<file path="src/rtl/safety_message_frame_decoder_defines.svh">
// Assertion macros for the safety message frame decoder.
`ifndef SAFETY_MESSAGE_FRAME_DECODER_DEFINES_SVH
`define SAFETY_MESSAGE_FRAME_DECODER_DEFINES_SVH
`ifndef SYNTHESIS
// Same-cycle implication, disabled while reset is asserted.
`define SMFD_ASSERT_IMPL(name, clk, rst_n, pre, post, msg) \
	name: assert property (@(posedge clk) disable iff (!rst_n) (pre) |-> (post)) \
	else $error(msg);
// Next-cycle implication, disabled while reset is asserted.
`define SMFD_ASSERT_NEXT(name, clk, rst_n, pre, post, msg) \
	name: assert property (@(posedge clk) disable iff (!rst_n) (pre) |=> (post)) \
	else $error(msg);
`else
`define SMFD_ASSERT_IMPL(name, clk, rst_n, pre, post, msg)
`define SMFD_ASSERT_NEXT(name, clk, rst_n, pre, post, msg)
`endif
`endif

</file>
<file path="src/rtl/smfd_pkg.sv">
// Types, constants and helper functions of the safety message frame decoder.
`default_nettype none
package smfd_pkg;

	localparam int unsigned MAX_FRAME_DEFAULT = 32;
	localparam int unsigned HDR_LEN = 9;
	localparam int unsigned STORE_LEN = 18;
	localparam int unsigned STORE_IDX_W = $clog2(STORE_LEN);
	localparam int unsigned COUNT_W = 6;
	localparam logic [COUNT_W-1:0] COUNT_MAX = '1;

	// Result status codes
	localparam logic [2:0] ST_OK = 3'd0;
	localparam logic [2:0] ST_TOO_LARGE = 3'd1;
	localparam logic [2:0] ST_BAD_VERSION = 3'd2;
	localparam logic [2:0] ST_BAD_LENGTH = 3'd3;
	localparam logic [2:0] ST_BAD_VALUE = 3'd4;
	localparam logic [2:0] ST_UNKNOWN_TYPE = 3'd5;

	// Configuration register indexes
	localparam int unsigned CFG_IDX_W = 2;
	localparam logic [CFG_IDX_W-1:0] REG_EXPECTED_VERSION = 2'd0;
	localparam logic [CFG_IDX_W-1:0] REG_NODE_COUNT = 2'd1;
	localparam logic [CFG_IDX_W-1:0] REG_STATUS_MASK = 2'd2;

	localparam logic [7:0] RST_EXPECTED_VERSION = 8'd1;
	localparam logic [7:0] RST_NODE_COUNT = 8'd8;
	localparam logic [7:0] RST_STATUS_MASK = 8'd255;

	// Message type codes
	localparam logic [7:0] MT_PLAIN_10 = 8'h10;
	localparam logic [7:0] MT_PLAIN_11 = 8'h11;
	localparam logic [7:0] MT_PLAIN_12 = 8'h12;
	localparam logic [7:0] MT_PLAIN_13 = 8'h13;
	localparam logic [7:0] MT_PLAIN_20 = 8'h20;
	localparam logic [7:0] MT_PLAIN_21 = 8'h21;
	localparam logic [7:0] MT_PLAIN_22 = 8'h22;
	localparam logic [7:0] MT_INCIDENT_30 = 8'h30;
	localparam logic [7:0] MT_INCIDENT_31 = 8'h31;
	localparam logic [7:0] MT_SPEED = 8'h40;
	localparam logic [7:0] MT_ENV = 8'h41;
	localparam logic [7:0] MT_INCIDENT_42 = 8'h42;
	localparam logic [7:0] MT_INCIDENT_43 = 8'h43;
	localparam logic [7:0] MT_HEARTBEAT = 8'h50;
	localparam logic [7:0] MT_ACK = 8'h51;

	// Sensor quality codes
	localparam logic [2:0] Q_VALID = 3'd0;
	localparam logic [2:0] Q_BELOW = 3'd1;
	localparam logic [2:0] Q_ABOVE = 3'd2;
	localparam logic [2:0] Q_SENSOR_ERR = 3'd3;
	localparam logic [2:0] Q_UNMEASURED = 3'd4;

	localparam logic [7:0] TEMP_TOP = 8'd250;
	localparam logic [7:0] HUM_TOP = 8'd200;
	localparam logic [15:0] TEMP_OFFSET = 16'd225;
	localparam logic [7:0] CODE_BELOW = 8'd251;
	localparam logic [7:0] CODE_ABOVE = 8'd252;
	localparam logic [7:0] CODE_SENSOR_ERR = 8'd253;
	localparam logic [7:0] CODE_UNMEASURED = 8'd254;
	localparam logic [7:0] ACK_OUTCOME_MAX = 8'd3;
	localparam logic [7:0] ACK_OUTCOME_TYPED = 8'd2;

	typedef logic [STORE_LEN-1:0][7:0] smfd_store_t;

	typedef struct packed {
		logic [7:0] expected_version;
		logic [7:0] node_count;
		logic [7:0] status_mask;
	} smfd_cfg_t;

	typedef struct packed {
		logic [2:0] status;
		logic [7:0] msg_type;
		logic [7:0] source_node;
		logic [31:0] session_number;
		logic [15:0] sequence_number;
		logic [31:0] ref_session;
		logic [15:0] ref_number;
		logic [7:0] acked_type;
		logic [1:0] ack_outcome;
		logic [15:0] value_a;
		logic [9:0] humidity_tenths;
		logic [6:0] flags;
	} smfd_result_t;

	typedef struct packed {
		logic known;
		logic [3:0] payload;
	} smfd_type_info_t;

	typedef struct packed {
		logic ok;
		logic [2:0] code;
	} smfd_quality_t;

	function automatic smfd_type_info_t type_info(input logic [7:0] t);
		smfd_type_info_t ti;
		ti = '{known: 1'b1, payload: 4'd0};
		case (t)
			MT_PLAIN_10, MT_PLAIN_11, MT_PLAIN_12, MT_PLAIN_13,
			MT_PLAIN_20, MT_PLAIN_21, MT_PLAIN_22: ti.payload = 4'd0;
			MT_INCIDENT_30, MT_INCIDENT_31,
			MT_INCIDENT_42, MT_INCIDENT_43: ti.payload = 4'd6;
			MT_SPEED: ti.payload = 4'd3;
			MT_ENV: ti.payload = 4'd2;
			MT_HEARTBEAT: ti.payload = 4'd1;
			MT_ACK: ti.payload = 4'd9;
			default: ti.known = 1'b0;
		endcase
		return ti;
	endfunction

	function automatic smfd_quality_t quality(input logic [7:0] b, input logic [7:0] top);
		smfd_quality_t q;
		q = '{ok: 1'b1, code: Q_VALID};
		if (b > top) begin
			case (b)
				CODE_BELOW: q.code = Q_BELOW;
				CODE_ABOVE: q.code = Q_ABOVE;
				CODE_SENSOR_ERR: q.code = Q_SENSOR_ERR;
				CODE_UNMEASURED: q.code = Q_UNMEASURED;
				default: q.ok = 1'b0;
			endcase
		end
		return q;
	endfunction

endpackage
`default_nettype wire

</file>
<file path="src/rtl/smfd_byte_if.sv">
// Byte channel into the decoder: one frame byte and its last flag per item.
`default_nettype none
interface smfd_byte_if;
	logic valid;
	logic ready;
	logic [7:0] data_byte;
	logic last_byte;

	modport source(output valid, output data_byte, output last_byte, input ready);
	modport sink(input valid, input data_byte, input last_byte, output ready);
endinterface
`default_nettype wire

</file>
<file path="src/rtl/smfd_result_if.sv">
// Result channel out of the decoder: one decoded frame per item.
`default_nettype none
interface smfd_result_if;
	logic valid;
	logic ready;
	logic [2:0] status;
	logic [7:0] msg_type;
	logic [7:0] source_node;
	logic [31:0] session_number;
	logic [15:0] sequence_number;
	logic [31:0] ref_session;
	logic [15:0] ref_number;
	logic [7:0] acked_type;
	logic [1:0] ack_outcome;
	logic [15:0] value_a;
	logic [9:0] humidity_tenths;
	logic [6:0] flags;

	modport source(output valid, input ready, output status, output msg_type,
		output source_node, output session_number, output sequence_number,
		output ref_session, output ref_number, output acked_type, output ack_outcome,
		output value_a, output humidity_tenths, output flags);
	modport sink(input valid, output ready, input status, input msg_type,
		input source_node, input session_number, input sequence_number,
		input ref_session, input ref_number, input acked_type, input ack_outcome,
		input value_a, input humidity_tenths, input flags);
endinterface
`default_nettype wire

</file>
<file path="src/rtl/smfd_judge.sv">
// Frame checker: validates a stored frame and decodes its payload fields.
`default_nettype none
module smfd_judge #(
	parameter int unsigned MAX_FRAME = smfd_pkg::MAX_FRAME_DEFAULT
) (
	input wire smfd_pkg::smfd_store_t store,
	input wire logic [smfd_pkg::COUNT_W-1:0] n,
	input wire smfd_pkg::smfd_cfg_t cfg,
	output smfd_pkg::smfd_result_t res
);
	localparam int unsigned P = smfd_pkg::HDR_LEN;

	smfd_pkg::smfd_result_t dec;
	smfd_pkg::smfd_type_info_t ti;
	smfd_pkg::smfd_type_info_t ack_ti;
	smfd_pkg::smfd_quality_t tq;
	smfd_pkg::smfd_quality_t hq;
	logic [7:0] t;
	logic [7:0] src;
	logic [7:0] a0;
	logic [7:0] k;
	logic [31:0] session;
	logic src_ok;
	logic a0_node_ok;
	logic pay_err;
	logic [2:0] st;

	assign t = store[1];
	assign src = store[2];
	assign a0 = store[P];
	assign k = store[P+8];
	assign session = {store[6], store[5], store[4], store[3]};
	assign src_ok = (src != 8'd0) && (src <= cfg.node_count);
	assign a0_node_ok = (a0 != 8'd0) && (a0 <= cfg.node_count);
	assign ti = smfd_pkg::type_info(t);
	assign ack_ti = smfd_pkg::type_info(store[P+7]);
	assign tq = smfd_pkg::quality(a0, smfd_pkg::TEMP_TOP);
	assign hq = smfd_pkg::quality(store[P+1], smfd_pkg::HUM_TOP);

	// Per-type payload decode and value checks
	always_comb begin
		dec = '0;
		pay_err = 1'b0;
		dec.msg_type = t;
		dec.source_node = src;
		dec.session_number = session;
		dec.sequence_number = {store[8], store[7]};
		case (t)
			smfd_pkg::MT_INCIDENT_30, smfd_pkg::MT_INCIDENT_31,
			smfd_pkg::MT_INCIDENT_42, smfd_pkg::MT_INCIDENT_43: begin
				dec.ref_session = {store[P+3], store[P+2], store[P+1], store[P]};
				dec.ref_number = {store[P+5], store[P+4]};
				pay_err = (dec.ref_session == 32'd0) || (dec.ref_number == 16'd0);
			end
			smfd_pkg::MT_SPEED: begin
				dec.value_a = {store[P+2], store[P+1]};
				dec.flags = 7'(a0);
				pay_err = (a0 > 8'd1) || ((a0 == 8'd0) && (dec.value_a != 16'd0));
			end
			smfd_pkg::MT_ENV: begin
				if (tq.code == smfd_pkg::Q_VALID) begin
					dec.value_a = 16'(a0) + smfd_pkg::TEMP_OFFSET;
				end
				if (hq.code == smfd_pkg::Q_VALID) begin
					// times five as shift and add
					dec.humidity_tenths = {store[P+1], 2'b00} + 10'(store[P+1]);
				end
				dec.flags = {hq.code, tq.code, 1'b0};
				pay_err = !tq.ok || !hq.ok;
			end
			smfd_pkg::MT_HEARTBEAT: begin
				dec.value_a = 16'(a0);
				pay_err = (a0 & ~cfg.status_mask) != 8'd0;
			end
			smfd_pkg::MT_ACK: begin
				dec.value_a = 16'(a0);
				dec.ref_session = {store[P+4], store[P+3], store[P+2], store[P+1]};
				dec.ref_number = {store[P+6], store[P+5]};
				dec.acked_type = store[P+7];
				dec.ack_outcome = k[1:0];
				pay_err = !a0_node_ok || (a0 == src) || (dec.ref_session == 32'd0)
					|| (store[P+7] == smfd_pkg::MT_ACK) || (k > smfd_pkg::ACK_OUTCOME_MAX)
					|| ((k < smfd_pkg::ACK_OUTCOME_TYPED) && !ack_ti.known);
			end
			default: pay_err = 1'b0;
		endcase
	end

	// Checks in priority order; the first failure wins
	always_comb begin
		if (n > smfd_pkg::COUNT_W'(MAX_FRAME)) begin
			st = smfd_pkg::ST_TOO_LARGE;
		end else if (store[0] != cfg.expected_version) begin
			st = smfd_pkg::ST_BAD_VERSION;
		end else if (n < smfd_pkg::COUNT_W'(P)) begin
			st = smfd_pkg::ST_BAD_LENGTH;
		end else if (!src_ok || (session == 32'd0)) begin
			st = smfd_pkg::ST_BAD_VALUE;
		end else if (!ti.known) begin
			st = smfd_pkg::ST_UNKNOWN_TYPE;
		end else if (n != smfd_pkg::COUNT_W'(P) + smfd_pkg::COUNT_W'(ti.payload)) begin
			st = smfd_pkg::ST_BAD_LENGTH;
		end else if (pay_err) begin
			st = smfd_pkg::ST_BAD_VALUE;
		end else begin
			st = smfd_pkg::ST_OK;
		end
	end

	always_comb begin
		if (st == smfd_pkg::ST_OK) begin
			res = dec;
		end else begin
			res = '0;
			res.status = st;
		end
	end
endmodule
`default_nettype wire

</file>
<file path="src/rtl/safety_message_frame_decoder.sv">
// Top level of the safety message frame decoder.
//
//  channel   direction  payload                                   handshake
//  frame     sink       data_byte[7:0], last_byte                 valid/ready
//  result    source     status .. flags (12 fields, 158 bits)     valid/ready
//  wr_*      sink       wr_index[1:0], wr_data[7:0]               wr_en only
//
// One byte item per cycle while frame.ready is high. A frame's result passes
// from its last accepted byte into the check stage, then through the checker
// logic into the result register.
// arst_n clears the byte count, the stage and result valid flags and loads
// the register reset values; the byte store is not cleared.
// frame.ready drops only while a checked frame waits in the check stage
// behind a result that the sink has not taken.
`default_nettype none
`include "safety_message_frame_decoder_defines.svh"
module safety_message_frame_decoder #(
	parameter int unsigned MAX_FRAME = smfd_pkg::MAX_FRAME_DEFAULT
) (
	input wire logic clk,
	input wire logic arst_n,
	smfd_byte_if.sink frame,
	smfd_result_if.source result,
	input wire logic wr_en,
	input wire logic [smfd_pkg::CFG_IDX_W-1:0] wr_index,
	input wire logic [7:0] wr_data
);
	smfd_pkg::smfd_cfg_t cfg_q;
	smfd_pkg::smfd_store_t store_q;
	smfd_pkg::smfd_result_t judged;
	smfd_pkg::smfd_result_t res_q;
	logic [smfd_pkg::COUNT_W-1:0] count_q;
	logic [smfd_pkg::COUNT_W-1:0] count_inc;
	logic [smfd_pkg::COUNT_W-1:0] n_s1;
	logic v_s1;
	logic res_valid_q;
	logic adv;
	logic accept;

	assign adv = !res_valid_q || result.ready;
	assign frame.ready = !v_s1 || adv;
	assign accept = frame.valid && frame.ready;
	assign count_inc = (count_q == smfd_pkg::COUNT_MAX) ? count_q
		: count_q + smfd_pkg::COUNT_W'(1);

	always_ff @(posedge clk or negedge arst_n) begin
		if (!arst_n) begin
			cfg_q.expected_version <= smfd_pkg::RST_EXPECTED_VERSION;
			cfg_q.node_count <= smfd_pkg::RST_NODE_COUNT;
			cfg_q.status_mask <= smfd_pkg::RST_STATUS_MASK;
		end else if (wr_en) begin
			case (wr_index)
				smfd_pkg::REG_EXPECTED_VERSION: cfg_q.expected_version <= wr_data;
				smfd_pkg::REG_NODE_COUNT: cfg_q.node_count <= wr_data;
				smfd_pkg::REG_STATUS_MASK: cfg_q.status_mask <= wr_data;
				default: cfg_q <= cfg_q;
			endcase
		end
	end

	// Keep the first bytes of the frame; later bytes are only counted
	always_ff @(posedge clk) begin
		if (accept && (count_q < smfd_pkg::COUNT_W'(smfd_pkg::STORE_LEN))) begin
			store_q[count_q[smfd_pkg::STORE_IDX_W-1:0]] <= frame.data_byte;
		end
	end

	always_ff @(posedge clk or negedge arst_n) begin
		if (!arst_n) begin
			count_q <= '0;
			v_s1 <= 1'b0;
		end else begin
			if (accept) begin
				count_q <= frame.last_byte ? '0 : count_inc;
			end
			if (frame.ready) begin
				v_s1 <= accept && frame.last_byte;
			end
		end
	end

	always_ff @(posedge clk) begin
		if (accept && frame.last_byte) begin
			n_s1 <= count_inc;
		end
	end

	smfd_judge #(
		.MAX_FRAME(MAX_FRAME)
	) u_judge (
		.store(store_q),
		.n(n_s1),
		.cfg(cfg_q),
		.res(judged)
	);

	always_ff @(posedge clk or negedge arst_n) begin
		if (!arst_n) begin
			res_valid_q <= 1'b0;
		end else if (adv) begin
			res_valid_q <= v_s1;
		end
	end

	always_ff @(posedge clk) begin
		if (adv && v_s1) begin
			res_q <= judged;
		end
	end

	assign result.valid = res_valid_q;
	assign result.status = res_q.status;
	assign result.msg_type = res_q.msg_type;
	assign result.source_node = res_q.source_node;
	assign result.session_number = res_q.session_number;
	assign result.sequence_number = res_q.sequence_number;
	assign result.ref_session = res_q.ref_session;
	assign result.ref_number = res_q.ref_number;
	assign result.acked_type = res_q.acked_type;
	assign result.ack_outcome = res_q.ack_outcome;
	assign result.value_a = res_q.value_a;
	assign result.humidity_tenths = res_q.humidity_tenths;
	assign result.flags = res_q.flags;

	`SMFD_ASSERT_IMPL(a_err_fields_zero, clk, arst_n, result.valid && (result.status != smfd_pkg::ST_OK), (result.msg_type == 8'd0) && (result.session_number == 32'd0) && (result.value_a == 16'd0) && (result.flags == 7'd0), "error result carries nonzero fields")
	`SMFD_ASSERT_IMPL(a_status_range, clk, arst_n, result.valid, result.status <= smfd_pkg::ST_UNKNOWN_TYPE, "status code out of range")
	`SMFD_ASSERT_NEXT(a_count_clear, clk, arst_n, accept && frame.last_byte, (count_q == '0) && v_s1, "last byte did not close the frame")
	`SMFD_ASSERT_NEXT(a_count_step, clk, arst_n, accept && !frame.last_byte && (count_q != smfd_pkg::COUNT_MAX), count_q == $past(count_q) + smfd_pkg::COUNT_W'(1), "byte count did not advance")
	`SMFD_ASSERT_IMPL(a_stall_blocks_input, clk, arst_n, v_s1 && !adv, !frame.ready, "input taken while check stage is held")
endmodule
`default_nettype wire
</file>
<file path="src/flat_wrapper.sv">
// flat-port wrapper written by rule: the top's interface ports become plain ports
module safety_message_frame_decoder_flat 
#(
	parameter int unsigned MAX_FRAME = smfd_pkg::MAX_FRAME_DEFAULT
)
  (clk, arst_n, wr_en, wr_index, wr_data, frame_valid, frame_data_byte, frame_last_byte, frame_ready, result_valid, result_ready, result_status, result_msg_type, result_source_node, result_session_number, result_sequence_number, result_ref_session, result_ref_number, result_acked_type, result_ack_outcome, result_value_a, result_humidity_tenths, result_flags);
  smfd_byte_if frame_i ();
  smfd_result_if result_i ();
  input wire logic clk;
  input wire logic arst_n;
  input wire logic wr_en;
  input wire logic [smfd_pkg::CFG_IDX_W-1:0] wr_index;
  input wire logic [7:0] wr_data;
  input wire logic [$bits(frame_i.valid)-1:0] frame_valid;
  input wire logic [$bits(frame_i.data_byte)-1:0] frame_data_byte;
  input wire logic [$bits(frame_i.last_byte)-1:0] frame_last_byte;
  output wire logic [$bits(frame_i.ready)-1:0] frame_ready;
  output wire logic [$bits(result_i.valid)-1:0] result_valid;
  input wire logic [$bits(result_i.ready)-1:0] result_ready;
  output wire logic [$bits(result_i.status)-1:0] result_status;
  output wire logic [$bits(result_i.msg_type)-1:0] result_msg_type;
  output wire logic [$bits(result_i.source_node)-1:0] result_source_node;
  output wire logic [$bits(result_i.session_number)-1:0] result_session_number;
  output wire logic [$bits(result_i.sequence_number)-1:0] result_sequence_number;
  output wire logic [$bits(result_i.ref_session)-1:0] result_ref_session;
  output wire logic [$bits(result_i.ref_number)-1:0] result_ref_number;
  output wire logic [$bits(result_i.acked_type)-1:0] result_acked_type;
  output wire logic [$bits(result_i.ack_outcome)-1:0] result_ack_outcome;
  output wire logic [$bits(result_i.value_a)-1:0] result_value_a;
  output wire logic [$bits(result_i.humidity_tenths)-1:0] result_humidity_tenths;
  output wire logic [$bits(result_i.flags)-1:0] result_flags;
  assign frame_i.valid = frame_valid;
  assign frame_i.data_byte = frame_data_byte;
  assign frame_i.last_byte = frame_last_byte;
  assign frame_ready = frame_i.ready;
  assign result_valid = result_i.valid;
  assign result_i.ready = result_ready;
  assign result_status = result_i.status;
  assign result_msg_type = result_i.msg_type;
  assign result_source_node = result_i.source_node;
  assign result_session_number = result_i.session_number;
  assign result_sequence_number = result_i.sequence_number;
  assign result_ref_session = result_i.ref_session;
  assign result_ref_number = result_i.ref_number;
  assign result_acked_type = result_i.acked_type;
  assign result_ack_outcome = result_i.ack_outcome;
  assign result_value_a = result_i.value_a;
  assign result_humidity_tenths = result_i.humidity_tenths;
  assign result_flags = result_i.flags;
  safety_message_frame_decoder #(.MAX_FRAME(MAX_FRAME)) u_core (.clk(clk), .arst_n(arst_n), .frame(frame_i), .result(result_i), .wr_en(wr_en), .wr_index(wr_index), .wr_data(wr_data));
endmodule
</file>
<file path="config.mk">
export PLATFORM = sky130hd
export DESIGN_NAME = safety_message_frame_decoder_flat
export DESIGN_NICKNAME = d
export VERILOG_FILES = /design/src/rtl/smfd_pkg.sv /design/src/rtl/smfd_byte_if.sv /design/src/rtl/smfd_result_if.sv /design/src/rtl/smfd_judge.sv /design/src/rtl/safety_message_frame_decoder.sv /design/src/flat_wrapper.sv
export VERILOG_INCLUDE_DIRS = /design/src /design/src/rtl
export SDC_FILE = /design/constraint.sdc
export NUM_CORES = 1
export LEC_CHECK = 0
export BUFFER_PORTS_ARGS = -buffer_cell sky130_fd_sc_hd__buf_2
export CELL_PAD_IN_SITES_DETAIL_PLACEMENT = 1
export CELL_PAD_IN_SITES_GLOBAL_PLACEMENT = 1
export CORE_ASPECT_RATIO = 0.6
export CORE_MARGIN = 4
export CORE_UTILIZATION = 52
export DETAILED_ROUTE_END_ITERATION = 10
export PLACE_DENSITY = 0.85
export SLEW_MARGIN = 25
export SYNTH_ARGS = -nofsm -noshare
export SYNTH_HDL_FRONTEND = slang
export SYNTH_SLANG_ARGS = --single-unit
</file>
<file path="constraint.sdc">
create_clock -name clk -period 10.75 [get_ports clk]
set_clock_uncertainty 0.15 [all_clocks]
set_input_delay 0 -clock clk [delete_from_list [all_inputs] [get_ports clk]]
set_output_delay 0 -clock clk [all_outputs]
set_load 0.05 [all_outputs]
</file>
==> out/qor.csv <==
metric;value;unit
status;completed;
post-cts-setup-buffers;0;
cts_resized;0;
fp.dieW;222.3;µm
worstSetupEndpointType;flip-flop;
required;11.03;ns
crit_family;simple AND/OR/NAND/NOR gates;
ioPinCount;184;
p_switching;0.0007619;W
peakVddDrop;114.4;µV
path_max_fanout;51;
cp_data_arrival_time;5.40;ns
ys_types;74;
rsz0062_at_grt;false;
worstMarginPinSlew;0.9648;ns
cts_tree;done;
critPathKind;reg -> reg;
synth_area_per_cell;14.34;µm²
cap_violations;0;
syn_area;0.01432;mm²
layout_common_cells;edfxtp_1 (308), buf_2 (184), nor2_1 (93);
power_leakage;6.082;nW
switching_share;25.73;%
setup_viol;0;
io_buffers;183;
dp_slack;5.605;ns
grt_overflow_total;0;
grt_max_degree;75;
multi_input_comb_area;0.003931;mm²
setup_tns;0;ns
wirelength;40.83;mm
relSlewSlack;35.19;%
intPower;0.002199;W
cts.hold.buffers_added;31;
fin_ws;5.635;ns
synth-seq-cells;340;
final_common_cell;edfxtp_1;
path_clk_slew;0.07;ns
drc_errors;0;
cts_made_buffers;31;
syn_inst;999;
min_period;5.115;ns
synthFlopType;edfxtp_1;
start_util;53.53;%
synth_largest_area_cell;edfxtp_1;
seqCellArea;0.01006;mm²
vias;9685;
track_usage;26.69;%
synth.area.top_cells;edfxtp_1 (65%), dfrtp_1 (3.8%), ha_1 (2.7%);
path_buf_inv;1;
first_iter_violations;1180;
synth.top_cell.area_share;64.56;%
clock_power_share;36.7;%
cts-root-buf;clkbuf_16;
antenna_found_initial;0;
dieArea;0.03036;mm²
vias_per_cell;6.095;
num_antenna_cells;0;
coreArea;0.02676;mm²
nNetsFinal;1261;
die_h;136.6;µm
slew_viol_final;0;
dp_hpwl;27.70;mm
p_comb_share;10.8;%
finalHoldViolCount;0;
clock-sinks;340;
area_growth;17.54;%
clk_latency;0.57;ns
p_per_area;175.9;mW/mm²
ys_seq_area_share;70.24;%
wl_per_cell;25.69;µm
path_cells;or3b_1 > or3_1 > o21ai_0 > ha_1 > nand2b_1 > a32o_1 > a2111oi_0 > o221a_2 > and4bb_1 > and3_2 > buf_4 > and4_1;
grt_pass1_vias;9867;
synthArstFlopShare;9.412;%
cp_slowest_cell;or3_1;
hold_path_class;in -> reg;
startpoint_type;flip-flop;
ys_warn_count;0;
gp_congestion;0.9145;
cts_buffer_depth;3;
max_freq;195.5;MHz
cts_max_level;1;
timing.final.crit_share;47.58;%
cpPeakStageDelay;0.63;ns
sequentialPowerShare;52.5;%
first_pass_iters;5;
synth_edf_count;308;
row_count;46;
layout-drive-gt1-share;25.14;%
fillers;2620;
grt_pass1_wl;61.53;mm
ant_nets;0;
[stage by stage]
step | hold WS (ns) | instance area, µm² | util [%] | std cells | total power, W
floorplan | -0.4456 | 14330 | - | 1001 | 0.001788
finish | 0.1131 | 16840 | 62.91 | 1589 | 0.002961
detailed placement | -0.05508 | 15530 | 58.03 | 1501 | 0.001889
CTS | 0.08703 | 16830 | 62.89 | 1589 | 0.002971
global route | 0.1104 | 16840 | 62.91 | 1589 | 0.003058
global placement | -0.05469 | 15530 | 58.03 | 1501 | 0.001871
[cells by family (layout without fill, tap and decap cells)]
| group | count (synthesis) | in the layout | synth area share [%] |
|---|---|---|---|
| adders and majority gates | 32 | 32 | 2.847 |
| xor gates and xnor gates | 29 | 29 | 1.773 |
| buffers and inverters | 84 | 312 | 2.550 |
| AOI/OAI and AO/OA | 145 | 145 | 7.197 |
| DFF | 340 | 340 | 70.24 |
| and+or+nand+nor | 341 | 341 | 13.25 |
| other | 1 | 3 | 0.02618 |
| muxes | 27 | 27 | 2.114 |
[registers in the layout, indices dropped and copies added (netlist names)]
name and flops:
u_core.store_q 144, u_core.result.ref_session 32, u_core.result.session_number 32, u_core.cfg_q 24, u_core.result.ref_number 16, u_core.result.sequence_number 16, u_core.result.value_a 16, u_core.result.humidity_tenths 10
u_core.result.acked_type 8, u_core.result.msg_type 8, u_core.result.source_node 8, u_core.result.flags 7, u_core.count_q 6, u_core.n_s1 6, u_core.result.status 3, u_core.result.ack_outcome 2
u_core.result.valid 1, u_core.v_s1 1
[cell type report]
type / count / share of cell area, %
sequential: 340 / 59.76
multi-input combinational: 577 / 23.35
timing repair buffer: 221 / 7.565
clock buffer: 40 / 4.986
tap: 360 / 2.675
clock inverter: 17 / 0.9066
inverter: 34 / 0.7580
[per-layer routing]
| metal | routed length [µm] | vias up | track usage (%) |
|---|---|---|---|
| li1 | - | 4199 | - |
| met1 | 17110 | 4885 | 38.34 |
| met2 | 19010 | 517 | 42.99 |
| met3 | 3801 | 84 | 5.723 |
| met4 | 908 | 0 | 5.611 |
| met5 | 0 | - | 0 |
[cell usage after synthesis, types with 5 or more instances]
library cell / instances
edfxtp_1: 308
nor2_1: 93
a22oi_1: 48
nand2_1: 42
and2_1: 41
clkbuf_1: 34
inv_1: 34
ha_1: 31
nor4_1: 29
mux2_2: 26
a21oi_1: 23
dfrtp_1: 22
nor3_1: 22
xnor2_1: 22
and2_4: 20
and3_1: 16
o21ai_0: 16
nand3_1: 13
nand4_1: 12
buf_2: 10
dfstp_2: 10
and4_1: 8
nand2b_1: 8
or3_1: 7
xor2_1: 7
a22o_1: 5
buf_6: 5
o211ai_1: 5
o22ai_1: 5
o31ai_1: 5
[power groups by stage]
stage               Clock, W  Sequential (W)  Combinational (W)
finish               0.00109         0.00156           0.000318
CTS                  0.00110         0.00155           0.000318
floorplan                  0         0.00169          0.0000963
global placement           0         0.00158           0.000292
global route         0.00116         0.00156           0.000336
detailed placement         0         0.00158           0.000307
[path summary, 6_finish.rpt]
kind                                                      endpoint  slack (ns)                    startpoint  depth (start not counted)
max                        u_core.result.value_a[11]$_SDFFCE_PP0P_        5.63  u_core.store_q[13]$_DFFE_PP_                         12
min                                   u_core.cfg_q[17]$_DFFE_PN0P_        0.11                    wr_data[1]                          3
max reg2reg                u_core.result.value_a[11]$_SDFFCE_PP0P_        5.63  u_core.store_q[13]$_DFFE_PP_                         12
min reg2reg                           u_core.cfg_q[12]$_DFFE_PN0P_        0.36  u_core.cfg_q[12]$_DFFE_PN0P_                          1
max in group asynchronous             u_core.cfg_q[14]$_DFFE_PN0P_        9.42                        arst_n                          4
min in group asynchronous             u_core.cfg_q[16]$_DFFE_PN1P_        0.47                        arst_n                          3
[worst min-delay path, stage by stage]
cell,delay [ns]
dlygate4sd3_1,0.52
buf_2,0.13
mux2_2,0.14
(Power assumes the default switching activity.)
